## config.mk

```make
export PLATFORM = sky130hd
export DESIGN_NAME = ycbcr_to_rgb_pixel_pack
export DESIGN_NICKNAME = d
export VERILOG_FILES = /design/src/rtl/core/yrgb_pkg.sv /design/src/rtl/core/yrgb_front.sv /design/src/rtl/core/yrgb_queue.sv /design/src/rtl/core/yrgb_back.sv /design/src/rtl/core/ycbcr_to_rgb_pixel_pack.sv
export SDC_FILE = /design/constraint.sdc
export NUM_CORES = 2
export LEC_CHECK = 0
export BUFFER_PORTS_ARGS = -buffer_cell sky130_fd_sc_hd__buf_2
export CAP_MARGIN = 10
export CORE_MARGIN = 1.5
export CORE_UTILIZATION = 55
export DETAILED_ROUTE_END_ITERATION = 10
export HOLD_SLACK_MARGIN = 0.06
export PLACE_DENSITY = 0.71
export SLEW_MARGIN = 20
export SYNTH_ARGS = -nofsm -noshare
export SYNTH_HDL_FRONTEND = slang
export SYNTH_SLANG_ARGS = --single-unit
```

## constraint.sdc

```tcl
create_clock -name clock -period 23.6 [get_ports clock]
set_input_delay 3.54 -clock clock [delete_from_list [all_inputs] [get_ports clock]]
set_output_delay 3.54 -clock clock [all_outputs]
set_load 0.02 [all_outputs]
```

## src/rtl/core/yrgb_pkg.sv

```systemverilog
// Shared types, constants and coefficient table of the YCbCr to RGB pixel packer.
package yrgb_pkg;

   // Fixed-point constants of the conversion
   localparam int LUMA_GAIN   = 76309;
   localparam int ROUND_HALF  = 32768;
   localparam int CHROMA_MID  = 128;
   localparam int LUMA_BLACK  = 16;
   localparam int DIV_HALF    = LUMA_GAIN / 2;

   // Reciprocal of LUMA_GAIN for the rounded chroma offset division
   localparam int      RECIP_SHIFT = 32;
   localparam int      RECIP_W     = 16;
   localparam longint  RECIP_MUL   = (longint'(1) <<< RECIP_SHIFT) / LUMA_GAIN;

   // Field and datapath widths
   localparam int PIX_W    = 8;
   localparam int WORD_W   = 24;
   localparam int COEF_W   = 18;
   localparam int MAG_W    = COEF_W + PIX_W;
   localparam int PROD_W   = MAG_W + RECIP_W;
   localparam int QUO_W    = 8;
   localparam int OFF_W    = 10;
   localparam int X_W      = 11;
   localparam int T_W      = 28;
   localparam int CH_SHIFT = 16;

   // Chroma product lanes
   localparam int NUM_LANES = 4;
   localparam int LANE_R    = 0;
   localparam int LANE_B    = 1;
   localparam int LANE_GU   = 2;
   localparam int LANE_GV   = 3;

   // Color channels
   localparam int NUM_CH = 3;
   localparam int CH_R   = 0;
   localparam int CH_G   = 1;
   localparam int CH_B   = 2;

   // Back-end pipeline depth
   localparam int BACK_STAGES = 5;

   // Queue between front and back
   localparam int QUEUE_AW    = 2;
   localparam int QUEUE_DEPTH = 1 << QUEUE_AW;

   // Configuration port
   localparam int CSR_INDEX_W = 1;
   localparam int CSR_DATA_W  = 3;
   localparam logic [CSR_INDEX_W-1:0] CSR_OUTPUT_FORMAT = 1'd0;
   localparam logic [CSR_INDEX_W-1:0] CSR_MATRIX_SELECT = 1'd1;
   localparam logic [CSR_DATA_W-1:0]  MATRIX_RESET      = 3'd6;

   typedef enum logic [2:0] {
      FMT_32RGB = 3'd0,
      FMT_32BGR = 3'd1,
      FMT_24RGB = 3'd2,
      FMT_24BGR = 3'd3,
      FMT_16RGB = 3'd4,
      FMT_16BGR = 3'd5,
      FMT_15RGB = 3'd6,
      FMT_15BGR = 3'd7
   } yrgb_format_type;

   typedef struct packed {
      logic [COEF_W-1:0] crv;
      logic [COEF_W-1:0] cbu;
      logic [COEF_W-1:0] cgu;
      logic [COEF_W-1:0] cgv;
   } yrgb_coef_type;

   // One pixel after the front end: luma plus chroma product magnitudes and signs
   typedef struct packed {
      logic [PIX_W-1:0]                     luma;
      logic [NUM_LANES-1:0]                 neg;
      logic [NUM_LANES-1:0][MAG_W-1:0]      mag;
   } yrgb_item_type;

   typedef struct packed {
      logic full;
      logic empty;
   } yrgb_queue_status_type;

   function automatic yrgb_coef_type coef_lookup(input logic [2:0] sel);
      yrgb_coef_type c;
      case (sel)
         3'd0, 3'd1: c = '{crv: 18'd117504, cbu: 18'd138453, cgu: 18'd13954, cgv: 18'd34903};
         3'd4:       c = '{crv: 18'd104448, cbu: 18'd132798, cgu: 18'd24759, cgv: 18'd53109};
         3'd7:       c = '{crv: 18'd117579, cbu: 18'd136230, cgu: 18'd16907, cgv: 18'd35559};
         default:    c = '{crv: 18'd104597, cbu: 18'd132201, cgu: 18'd25675, cgv: 18'd53279};
      endcase
      return c;
   endfunction

endpackage

```

## src/rtl/core/yrgb_front.sv

```systemverilog
// Front end: takes pixels, centers chroma and forms the four chroma products.
module yrgb_front
   import yrgb_pkg::*;
(
   input  logic                  clock,
   input  logic                  reset,
   input  logic                  req_push,
   output logic                  req_full,
   input  logic [PIX_W-1:0]      req_luma,
   input  logic [PIX_W-1:0]      req_chroma_blue,
   input  logic [PIX_W-1:0]      req_chroma_red,
   input  logic [2:0]            matrix_select,
   input  yrgb_queue_status_type queue_status,
   output logic                  item_valid,
   output yrgb_item_type         item
);

   logic          valid_ff, valid_in;
   yrgb_item_type item_ff, item_in;
   yrgb_coef_type coef;
   logic          accept;
   logic          u_neg, v_neg;
   logic [PIX_W-1:0] u_abs, v_abs;

   assign req_full   = valid_ff && queue_status.full;
   assign accept     = req_push && !req_full;
   assign item_valid = valid_ff;
   assign item       = item_ff;

   always_comb begin
      coef  = coef_lookup(matrix_select);
      // Below mid-scale the centered chroma is negative
      u_neg = !req_chroma_blue[PIX_W-1];
      v_neg = !req_chroma_red[PIX_W-1];
      u_abs = u_neg ? PIX_W'(CHROMA_MID) - req_chroma_blue : {1'b0, req_chroma_blue[PIX_W-2:0]};
      v_abs = v_neg ? PIX_W'(CHROMA_MID) - req_chroma_red  : {1'b0, req_chroma_red[PIX_W-2:0]};

      item_in.luma          = req_luma;
      item_in.mag[LANE_R]   = MAG_W'(coef.crv) * MAG_W'(v_abs);
      item_in.mag[LANE_B]   = MAG_W'(coef.cbu) * MAG_W'(u_abs);
      item_in.mag[LANE_GU]  = MAG_W'(coef.cgu) * MAG_W'(u_abs);
      item_in.mag[LANE_GV]  = MAG_W'(coef.cgv) * MAG_W'(v_abs);
      // Green terms enter negated
      item_in.neg[LANE_R]   = v_neg;
      item_in.neg[LANE_B]   = u_neg;
      item_in.neg[LANE_GU]  = !u_neg;
      item_in.neg[LANE_GV]  = !v_neg;

      if (accept) begin
         valid_in = 1'b1;
      end else if (valid_ff && !queue_status.full) begin
         valid_in = 1'b0;
      end else begin
         valid_in = valid_ff;
      end
   end

   always_ff @(posedge clock) begin
      if (reset) begin
         valid_ff <= 1'b0;
      end else begin
         valid_ff <= valid_in;
      end
   end

   always_ff @(posedge clock) begin
      if (accept) begin
         item_ff <= item_in;
      end
   end

endmodule

```

## src/rtl/core/yrgb_queue.sv

```systemverilog
// Short queue that decouples the front end from the back-end pipeline.
module yrgb_queue
   import yrgb_pkg::*;
(
   input  logic                  clock,
   input  logic                  reset,
   input  logic                  write_valid,
   input  yrgb_item_type         write_item,
   input  logic                  read_ready,
   output yrgb_item_type         read_item,
   output yrgb_queue_status_type status
);

   yrgb_item_type         mem_ff [QUEUE_DEPTH];
   logic [QUEUE_AW-1:0]   wr_ptr_ff, wr_ptr_in;
   logic [QUEUE_AW-1:0]   rd_ptr_ff, rd_ptr_in;
   logic [QUEUE_AW:0]     count_ff, count_in;
   logic                  do_write, do_read;

   assign status.full  = (count_ff == (QUEUE_AW+1)'(QUEUE_DEPTH));
   assign status.empty = (count_ff == '0);
   assign do_write     = write_valid && !status.full;
   assign do_read      = read_ready && !status.empty;
   assign read_item    = mem_ff[rd_ptr_ff];

   always_comb begin
      wr_ptr_in = do_write ? wr_ptr_ff + QUEUE_AW'(1) : wr_ptr_ff;
      rd_ptr_in = do_read  ? rd_ptr_ff + QUEUE_AW'(1) : rd_ptr_ff;
      case ({do_write, do_read})
         2'b10:   count_in = count_ff + (QUEUE_AW+1)'(1);
         2'b01:   count_in = count_ff - (QUEUE_AW+1)'(1);
         default: count_in = count_ff;
      endcase
   end

   always_ff @(posedge clock) begin
      if (reset) begin
         wr_ptr_ff <= '0;
         rd_ptr_ff <= '0;
         count_ff  <= '0;
      end else begin
         wr_ptr_ff <= wr_ptr_in;
         rd_ptr_ff <= rd_ptr_in;
         count_ff  <= count_in;
      end
   end

   always_ff @(posedge clock) begin
      if (do_write) begin
         mem_ff[wr_ptr_ff] <= write_item;
      end
   end

endmodule

```

## src/rtl/core/yrgb_back.sv

```systemverilog
// Back end: rounded offset division, channel gain and clamp, and output packing.
module yrgb_back
   import yrgb_pkg::*;
(
   input  logic                  clock,
   input  logic                  reset,
   input  yrgb_queue_status_type queue_status,
   input  yrgb_item_type         head_item,
   output logic                  queue_read,
   input  yrgb_format_type       output_format,
   output logic                  rsp_empty,
   input  logic                  rsp_pop,
   output logic [WORD_W-1:0]     rsp_pixel_word
);

   localparam int LAST = BACK_STAGES - 1;

   logic [BACK_STAGES-1:0] valid_ff, valid_in, ready;

   // Stage 0: quotient estimate by reciprocal
   logic [MAG_W-1:0]   s1_nh_in [NUM_LANES];
   logic [PROD_W-1:0]  s1_prod  [NUM_LANES];
   logic [QUO_W-1:0]   s1_qa_in [NUM_LANES];
   logic [MAG_W-1:0]   s1_nh_ff [NUM_LANES];
   logic [QUO_W-1:0]   s1_qa_ff [NUM_LANES];
   logic [NUM_LANES-1:0] s1_neg_ff;
   logic [PIX_W-1:0]   s1_luma_ff;

   // Stage 1: quotient correction and sign
   logic [MAG_W-1:0]          s2_rem    [NUM_LANES];
   logic [QUO_W-1:0]          s2_q      [NUM_LANES];
   logic signed [OFF_W-1:0]   s2_qs     [NUM_LANES];
   logic signed [OFF_W-1:0]   s2_off_in [NUM_LANES];
   logic signed [OFF_W-1:0]   s2_off_ff [NUM_LANES];
   logic [PIX_W-1:0]          s2_luma_ff;

   // Stage 2: offset luma per channel
   logic signed [X_W-1:0]     s3_luma_s;
   logic signed [X_W-1:0]     s3_x_in [NUM_CH];
   logic signed [X_W-1:0]     s3_x_ff [NUM_CH];

   // Stage 3: gain, round and clamp
   logic signed [T_W-1:0]     s4_t [NUM_CH];
   logic [NUM_CH-1:0][PIX_W-1:0] s4_chan_in, s4_chan_ff;

   // Stage 4: packed word
   logic [PIX_W-1:0]  r, g, b;
   logic [WORD_W-1:0] word_in, word_ff;

   assign queue_read     = ready[0];
   assign rsp_empty      = !valid_ff[LAST];
   assign rsp_pixel_word = word_ff;

   // Each stage advances when it is empty or its successor advances
   always_comb begin
      ready[LAST] = !valid_ff[LAST] || rsp_pop;
      for (int k = LAST - 1; k >= 0; k--) begin
         ready[k] = !valid_ff[k] || ready[k+1];
      end
      valid_in[0] = ready[0] ? !queue_status.empty : valid_ff[0];
      for (int k = 1; k < BACK_STAGES; k++) begin
         valid_in[k] = ready[k] ? valid_ff[k-1] : valid_ff[k];
      end
   end

   always_ff @(posedge clock) begin
      if (reset) begin
         valid_ff <= '0;
      end else begin
         valid_ff <= valid_in;
      end
   end

   always_comb begin
      for (int k = 0; k < NUM_LANES; k++) begin
         s1_nh_in[k] = head_item.mag[k] + MAG_W'(DIV_HALF);
         s1_prod[k]  = PROD_W'(s1_nh_in[k]) * PROD_W'(RECIP_MUL);
         s1_qa_in[k] = s1_prod[k][RECIP_SHIFT +: QUO_W];
      end
   end

   always_ff @(posedge clock) begin
      if (ready[0]) begin
         s1_nh_ff   <= s1_nh_in;
         s1_qa_ff   <= s1_qa_in;
         s1_neg_ff  <= head_item.neg;
         s1_luma_ff <= head_item.luma;
      end
   end

   // The estimate is low by at most one: one compare fixes it
   always_comb begin
      for (int k = 0; k < NUM_LANES; k++) begin
         s2_rem[k]    = s1_nh_ff[k] - MAG_W'(s1_qa_ff[k]) * MAG_W'(LUMA_GAIN);
         s2_q[k]      = s1_qa_ff[k] + QUO_W'(s2_rem[k] >= MAG_W'(LUMA_GAIN));
         s2_qs[k]     = signed'(OFF_W'(s2_q[k]));
         s2_off_in[k] = s1_neg_ff[k] ? -s2_qs[k] : s2_qs[k];
      end
   end

   always_ff @(posedge clock) begin
      if (ready[1]) begin
         s2_off_ff  <= s2_off_in;
         s2_luma_ff <= s1_luma_ff;
      end
   end

   always_comb begin
      s3_luma_s     = signed'(X_W'(s2_luma_ff)) - X_W'(LUMA_BLACK);
      s3_x_in[CH_R] = s3_luma_s + X_W'(s2_off_ff[LANE_R]);
      s3_x_in[CH_B] = s3_luma_s + X_W'(s2_off_ff[LANE_B]);
      s3_x_in[CH_G] = s3_luma_s + X_W'(s2_off_ff[LANE_GU]) + X_W'(s2_off_ff[LANE_GV]);
   end

   always_ff @(posedge clock) begin
      if (ready[2]) begin
         s3_x_ff <= s3_x_in;
      end
   end

   always_comb begin
      for (int c = 0; c < NUM_CH; c++) begin
         s4_t[c] = T_W'(LUMA_GAIN) * T_W'(s3_x_ff[c]) + T_W'(ROUND_HALF);
         if (s4_t[c][T_W-1]) begin
            s4_chan_in[c] = '0;
         end else if (|s4_t[c][T_W-2:CH_SHIFT+PIX_W]) begin
            s4_chan_in[c] = '1;
         end else begin
            s4_chan_in[c] = s4_t[c][CH_SHIFT +: PIX_W];
         end
      end
   end

   always_ff @(posedge clock) begin
      if (ready[3]) begin
         s4_chan_ff <= s4_chan_in;
      end
   end

   always_comb begin
      r = s4_chan_ff[CH_R];
      g = s4_chan_ff[CH_G];
      b = s4_chan_ff[CH_B];
      case (output_format)
         FMT_32RGB: word_in = {r, g, b};
         FMT_32BGR: word_in = {b, g, r};
         FMT_24RGB: word_in = {b, g, r};
         FMT_24BGR: word_in = {r, g, b};
         FMT_16RGB: word_in = {8'd0, r[7:3], g[7:2], b[7:3]};
         FMT_16BGR: word_in = {8'd0, b[7:3], g[7:2], r[7:3]};
         FMT_15RGB: word_in = {9'd0, r[7:3], g[7:3], b[7:3]};
         FMT_15BGR: word_in = {9'd0, b[7:3], g[7:3], r[7:3]};
         default:   word_in = '0;
      endcase
   end

   always_ff @(posedge clock) begin
      if (ready[LAST]) begin
         word_ff <= word_in;
      end
   end

endmodule

```

## src/rtl/core/ycbcr_to_rgb_pixel_pack.sv

```systemverilog
// Top level of the YCbCr to RGB pixel converter and packer.
//
// Input side is a queue: drive req_luma, req_chroma_blue and req_chroma_red
// with req_push; a transfer happens on a clock edge with req_push high and
// req_full low. Result side is a queue too: rsp_pixel_word holds the oldest
// result while rsp_empty is low, and a transfer happens on an edge with
// rsp_pop high and rsp_empty low.
// One pixel is taken per cycle and one result leaves per cycle while the
// receiver keeps popping. A result reaches rsp_pixel_word through
// one front register, one queue slot and five back-end stages (reciprocal
// multiply, quotient correction, channel offset, gain and clamp, packing).
// When the receiver stops popping, the back-end stages fill, then the
// four-entry queue, then the front register, and only then req_full rises.
// Synchronous reset empties the pipeline and queue and sets output_format
// to 32-bit RGB and matrix_select to SMPTE 170M. The csr_ port writes a
// register on any edge with csr_write_enable high; write only while idle.
module ycbcr_to_rgb_pixel_pack
   import yrgb_pkg::*;
(
   input  logic                   clock,
   input  logic                   reset,
   input  logic                   req_push,
   output logic                   req_full,
   input  logic [PIX_W-1:0]       req_luma,
   input  logic [PIX_W-1:0]       req_chroma_blue,
   input  logic [PIX_W-1:0]       req_chroma_red,
   output logic                   rsp_empty,
   input  logic                   rsp_pop,
   output logic [WORD_W-1:0]      rsp_pixel_word,
   input  logic                   csr_write_enable,
   input  logic [CSR_INDEX_W-1:0] csr_index,
   input  logic [CSR_DATA_W-1:0]  csr_data
);

   yrgb_format_type       output_format_ff, output_format_in;
   logic [2:0]            matrix_select_ff, matrix_select_in;
   yrgb_queue_status_type queue_status;
   yrgb_item_type         front_item, head_item;
   logic                  front_valid;
   logic                  queue_read;

   always_comb begin
      output_format_in = output_format_ff;
      matrix_select_in = matrix_select_ff;
      if (csr_write_enable) begin
         case (csr_index)
            CSR_OUTPUT_FORMAT: output_format_in = yrgb_format_type'(csr_data);
            CSR_MATRIX_SELECT: matrix_select_in = csr_data;
            default: ;
         endcase
      end
   end

   always_ff @(posedge clock) begin
      if (reset) begin
         output_format_ff <= FMT_32RGB;
         matrix_select_ff <= MATRIX_RESET;
      end else begin
         output_format_ff <= output_format_in;
         matrix_select_ff <= matrix_select_in;
      end
   end

   yrgb_front u_front (
      .clock           (clock),
      .reset           (reset),
      .req_push        (req_push),
      .req_full        (req_full),
      .req_luma        (req_luma),
      .req_chroma_blue (req_chroma_blue),
      .req_chroma_red  (req_chroma_red),
      .matrix_select   (matrix_select_ff),
      .queue_status    (queue_status),
      .item_valid      (front_valid),
      .item            (front_item)
   );

   yrgb_queue u_queue (
      .clock       (clock),
      .reset       (reset),
      .write_valid (front_valid),
      .write_item  (front_item),
      .read_ready  (queue_read),
      .read_item   (head_item),
      .status      (queue_status)
   );

   yrgb_back u_back (
      .clock          (clock),
      .reset          (reset),
      .queue_status   (queue_status),
      .head_item      (head_item),
      .queue_read     (queue_read),
      .output_format  (output_format_ff),
      .rsp_empty      (rsp_empty),
      .rsp_pop        (rsp_pop),
      .rsp_pixel_word (rsp_pixel_word)
   );

   // 16-bit layouts leave the top byte clear
   a_word_16_high_zero: assert property (@(posedge clock) disable iff (reset)
      (!rsp_empty && (output_format_ff == FMT_16RGB || output_format_ff == FMT_16BGR))
      |-> (rsp_pixel_word[WORD_W-1:16] == '0))
      else $error("16-bit pixel word has high bits set");

   // 15-bit layouts leave bits 23:15 clear
   a_word_15_high_zero: assert property (@(posedge clock) disable iff (reset)
      (!rsp_empty && (output_format_ff == FMT_15RGB || output_format_ff == FMT_15BGR))
      |-> (rsp_pixel_word[WORD_W-1:15] == '0))
      else $error("15-bit pixel word has high bits set");

   a_queue_status: assert property (@(posedge clock) disable iff (reset)
      !(queue_status.full && queue_status.empty))
      else $error("queue reports full and empty at once");

   a_reset_clears: assert property (@(posedge clock)
      reset |=> (rsp_empty && !req_full))
      else $error("pipeline not empty after reset");

endmodule

```

==> results.cfg <==
[outcome]
status = finished clean

[yosys]
syn_area_um2 = 98320
synth_top_cells_by_area = fa_1, edfxtp_1, ha_1
ffs_latches_synth = 868
dominantRegCellSynth = edfxtp_1
post_synth_num_cell_types = 106
post-synth-top-area-cell = fa_1
synth-edff-count = 847
synth_async_sr_flop_share_pct = 0
synthesis.area_per_instance_um2 = 11.50
cells_after_synth = 8547
synth_top_cell_area_share_pct = 27.26
share_of_synthesized_area_occupied_by_flip_flops_and_latches_pct = 26.30
yosys_warnings = 0

[die]
die_height_um = 425.8
floorplan.initialDensity_pct = 55.58
die_area_um2 = 181300
dieWidth_um = 425.8
floorplan.rows = 154
core_area_um2 = 176900
io_pins = 59

[cts]
cts_sinks = 868
post_cts_setup_buffer_count = 0
cts.repair.resized = 0
clk_root_buffer_cell = clkbuf_16
clock_tree.htree_level_count = 3
clkSlewWorstSetupHoldPaths_ns = 0.07
clock_insertion_delay_worst_skew_ns = 0.73
cts_buffers = 94
cts_tree = built
cts_hold_repair.buffers = 0
cts_buffer_depth = 3

[global_route]
first_global_vias = 65780
grt_use_total_pct = 24.51
antenna_found_initial = 9
overflow = 0
grt_first_pass_wirelength_um = 349400
grt_start_max_net_pins = 78

[job]
maxCapViolations = 0

[timing]
grt_setup_unrepaired = false
hold_viol = 0
finalCriticalPeriod_ns = 11.14
period_share_pct = 47.21
skew_ns = 0.04108
fmaxAchievable_mhz = 89.76
relSlewSlack_pct = 19.70
report.final.setup_viol = 0
drv_slew = 0
max_slew.worst_pin.slew_ns = 1.196
timing.setup.tns_ns = 0

[hold_path]
hold_class = flop to flop

[cells_and_area]
final_core_utilization_pct = 59.45
finalNonFillerCells = 11130
synthToLayoutAreaGrowth_pct = 6.952
nets_finish = 11550
final_layout_size_suffix_gt1_share_pct = 6.249

[worst_setup_path]
crit_path_end_kind = flop
critPathKind = input port to flop
timing.critical_path.from_type = input port
path_max_fanout = 12
required_ns = 24.06
crit_arrival_ns = 11.60
worst_case_register_to_register_setup_slack_ns = 12.82

[place]
gpl.final_weighted_congestion = 0.9411
hpwl_um = 177800
dp.cells = 10950
placement.io_buffers = 58

[drt]
wl_per_cell_um = 19.41
drt-total-wl_um = 216000
drt_iter0_markers = 3948
dr_total_vias = 61220
ant_nets = 0
drtPass1Iterations = 6
drc = 0
route.detailed.vias_per_inst = 5.502
[final timing paths]
kind / from / end / cells past startpoint
worst max register to register: flop / u_back.s1_qa_ff[23]$_DFFE_PP_ / 34
worst min-delay path: u_back.s1_luma_ff[6]$_DFFE_PP_ / u_back.s2_luma_ff[6]$_DFFE_PP_ / 0
worst max-delay path: req_chroma_red[0] / u_front.item[102]$_DFFE_PP_ / 24
worst min register to register: u_back.s1_luma_ff[6]$_DFFE_PP_ / u_back.s2_luma_ff[6]$_DFFE_PP_ / 0
[cell type report]
cell class / instances / area [um2]
fill: 14160 / 71740
multi-input combinational: 5531 / 64370
sequential: 868 / 25860
inverter: 2067 / 7759
tap: 2340 / 2928
clock buffer: 107 / 2454
timing repair buffer: 144 / 935.9
clock inverter: 69 / 838.3
antenna: 1 / 2.502
[placed cells by master (no fill, tap or decap), types with 27 or more instances in the layout]
| cell | n |
|---|---|
| nand2_1 | 289 |
| fa_1 | 1339 |
| clkbuf_16 | 96 |
| nand4_1 | 36 |
| nand2b_1 | 40 |
| o21bai_1 | 30 |
| ha_1 | 1471 |
| a21o_1 | 153 |
| nand3_1 | 94 |
| nor3_1 | 62 |
| buf_4 | 86 |
| edfxtp_1 | 847 |
| xor2_1 | 146 |
| o21a_1 | 56 |
| o21ai_0 | 159 |
| and3_1 | 40 |
| inv_1 | 2051 |
| a211oi_1 | 34 |
| nor2_1 | 381 |
| mux4_2 | 115 |
| nor2b_1 | 40 |
| or2_2 | 27 |
| or3_1 | 30 |
| a21oi_1 | 266 |
| buf_2 | 58 |
| xnor2_1 | 295 |
[stage by stage]
stage / cell area [um2] / worst slack [ns] / hold WS, ns
floorplan: 98320 / 13.61 / 0.4003
finish: 105200 / 12.46 / 0.4323
detailed placement: 101800 / 11.91 / 0.4162
global placement: 101800 / 12.37 / 0.4057
global route: 105200 / 11.88 / 0.4334
CTS: 105100 / 12.62 / 0.4274
[cells by family (layout without fill, tap and decap cells)]
family,after synthesis,after routing,share of synthesized area [%]
compound gates,966,966,6.552
xor+xnor,463,463,4.308
fa+ha+maj,2810,2810,45.99
buf+inv,2149,2387,8.340
flops,868,868,26.30
mux,148,148,3.035
other cells,1,3,0.003814
simple gates,1142,1142,5.479
[critical path: stages]
cell       delay [ns]
buf_2            0.32
inv_1            0.28
ha_1             0.31
nor2_1           0.14
xor2_1           0.63
clkinv_1         0.53
nor2_1           0.67
nor2_1           0.19
fa_1             0.47
fa_1             0.52
fa_1             0.51
fa_1             0.49
inv_1            0.04
ha_1             0.21
or2_2            0.33
a2111oi_0        0.56
o31ai_1          0.27
a211oi_1         0.40
a211oi_1         0.16
o31ai_1          0.38
a21oi_1          0.17
a21o_1           0.20
a21oi_1          0.19
xnor2_1          0.11
[per-layer routing]
metal / track usage, % / up-vias / wire length, um
met1: 33.21 / 30960 / 94160
li1: - / 28510 / -
met5: 0 / - / 49
met3: 3.173 / 325 / 10490
met4: 6.186 / 8 / 5386
met2: 41.79 / 1420 / 105900
[registers in the layout, indices dropped and copies added, names as in the netlist, 5 cells and up, named ones only]
signal / flops
u_back.s2_luma_ff: 8
u_back.rsp_pixel_word: 24
u_back.s1_luma_ff: 8
u_back.b: 8
u_back.s3_x_ff: 33
u_back.s2_off_ff: 40
u_queue.mem_ff: 456
u_front.item: 114
u_back.g: 8
u_back.r: 8
u_back.s1_qa_ff: 32
u_back.s1_nh_ff: 104
u_back.valid_ff: 5
[synth_stat cells, types with 115 or more instances]
master and instances:
xnor2_1 302, ha_1 1471, edfxtp_1 847, a21oi_1 266, inv_1 2051, mux4_2 115
o21ai_0 159, a21o_1 153, xor2_1 146, fa_1 1339, nand2_1 290, nor2_1 381
Power is not shown: default switching activity piles up to over one toggle a cycle in this logic, so the estimate is an artifact.
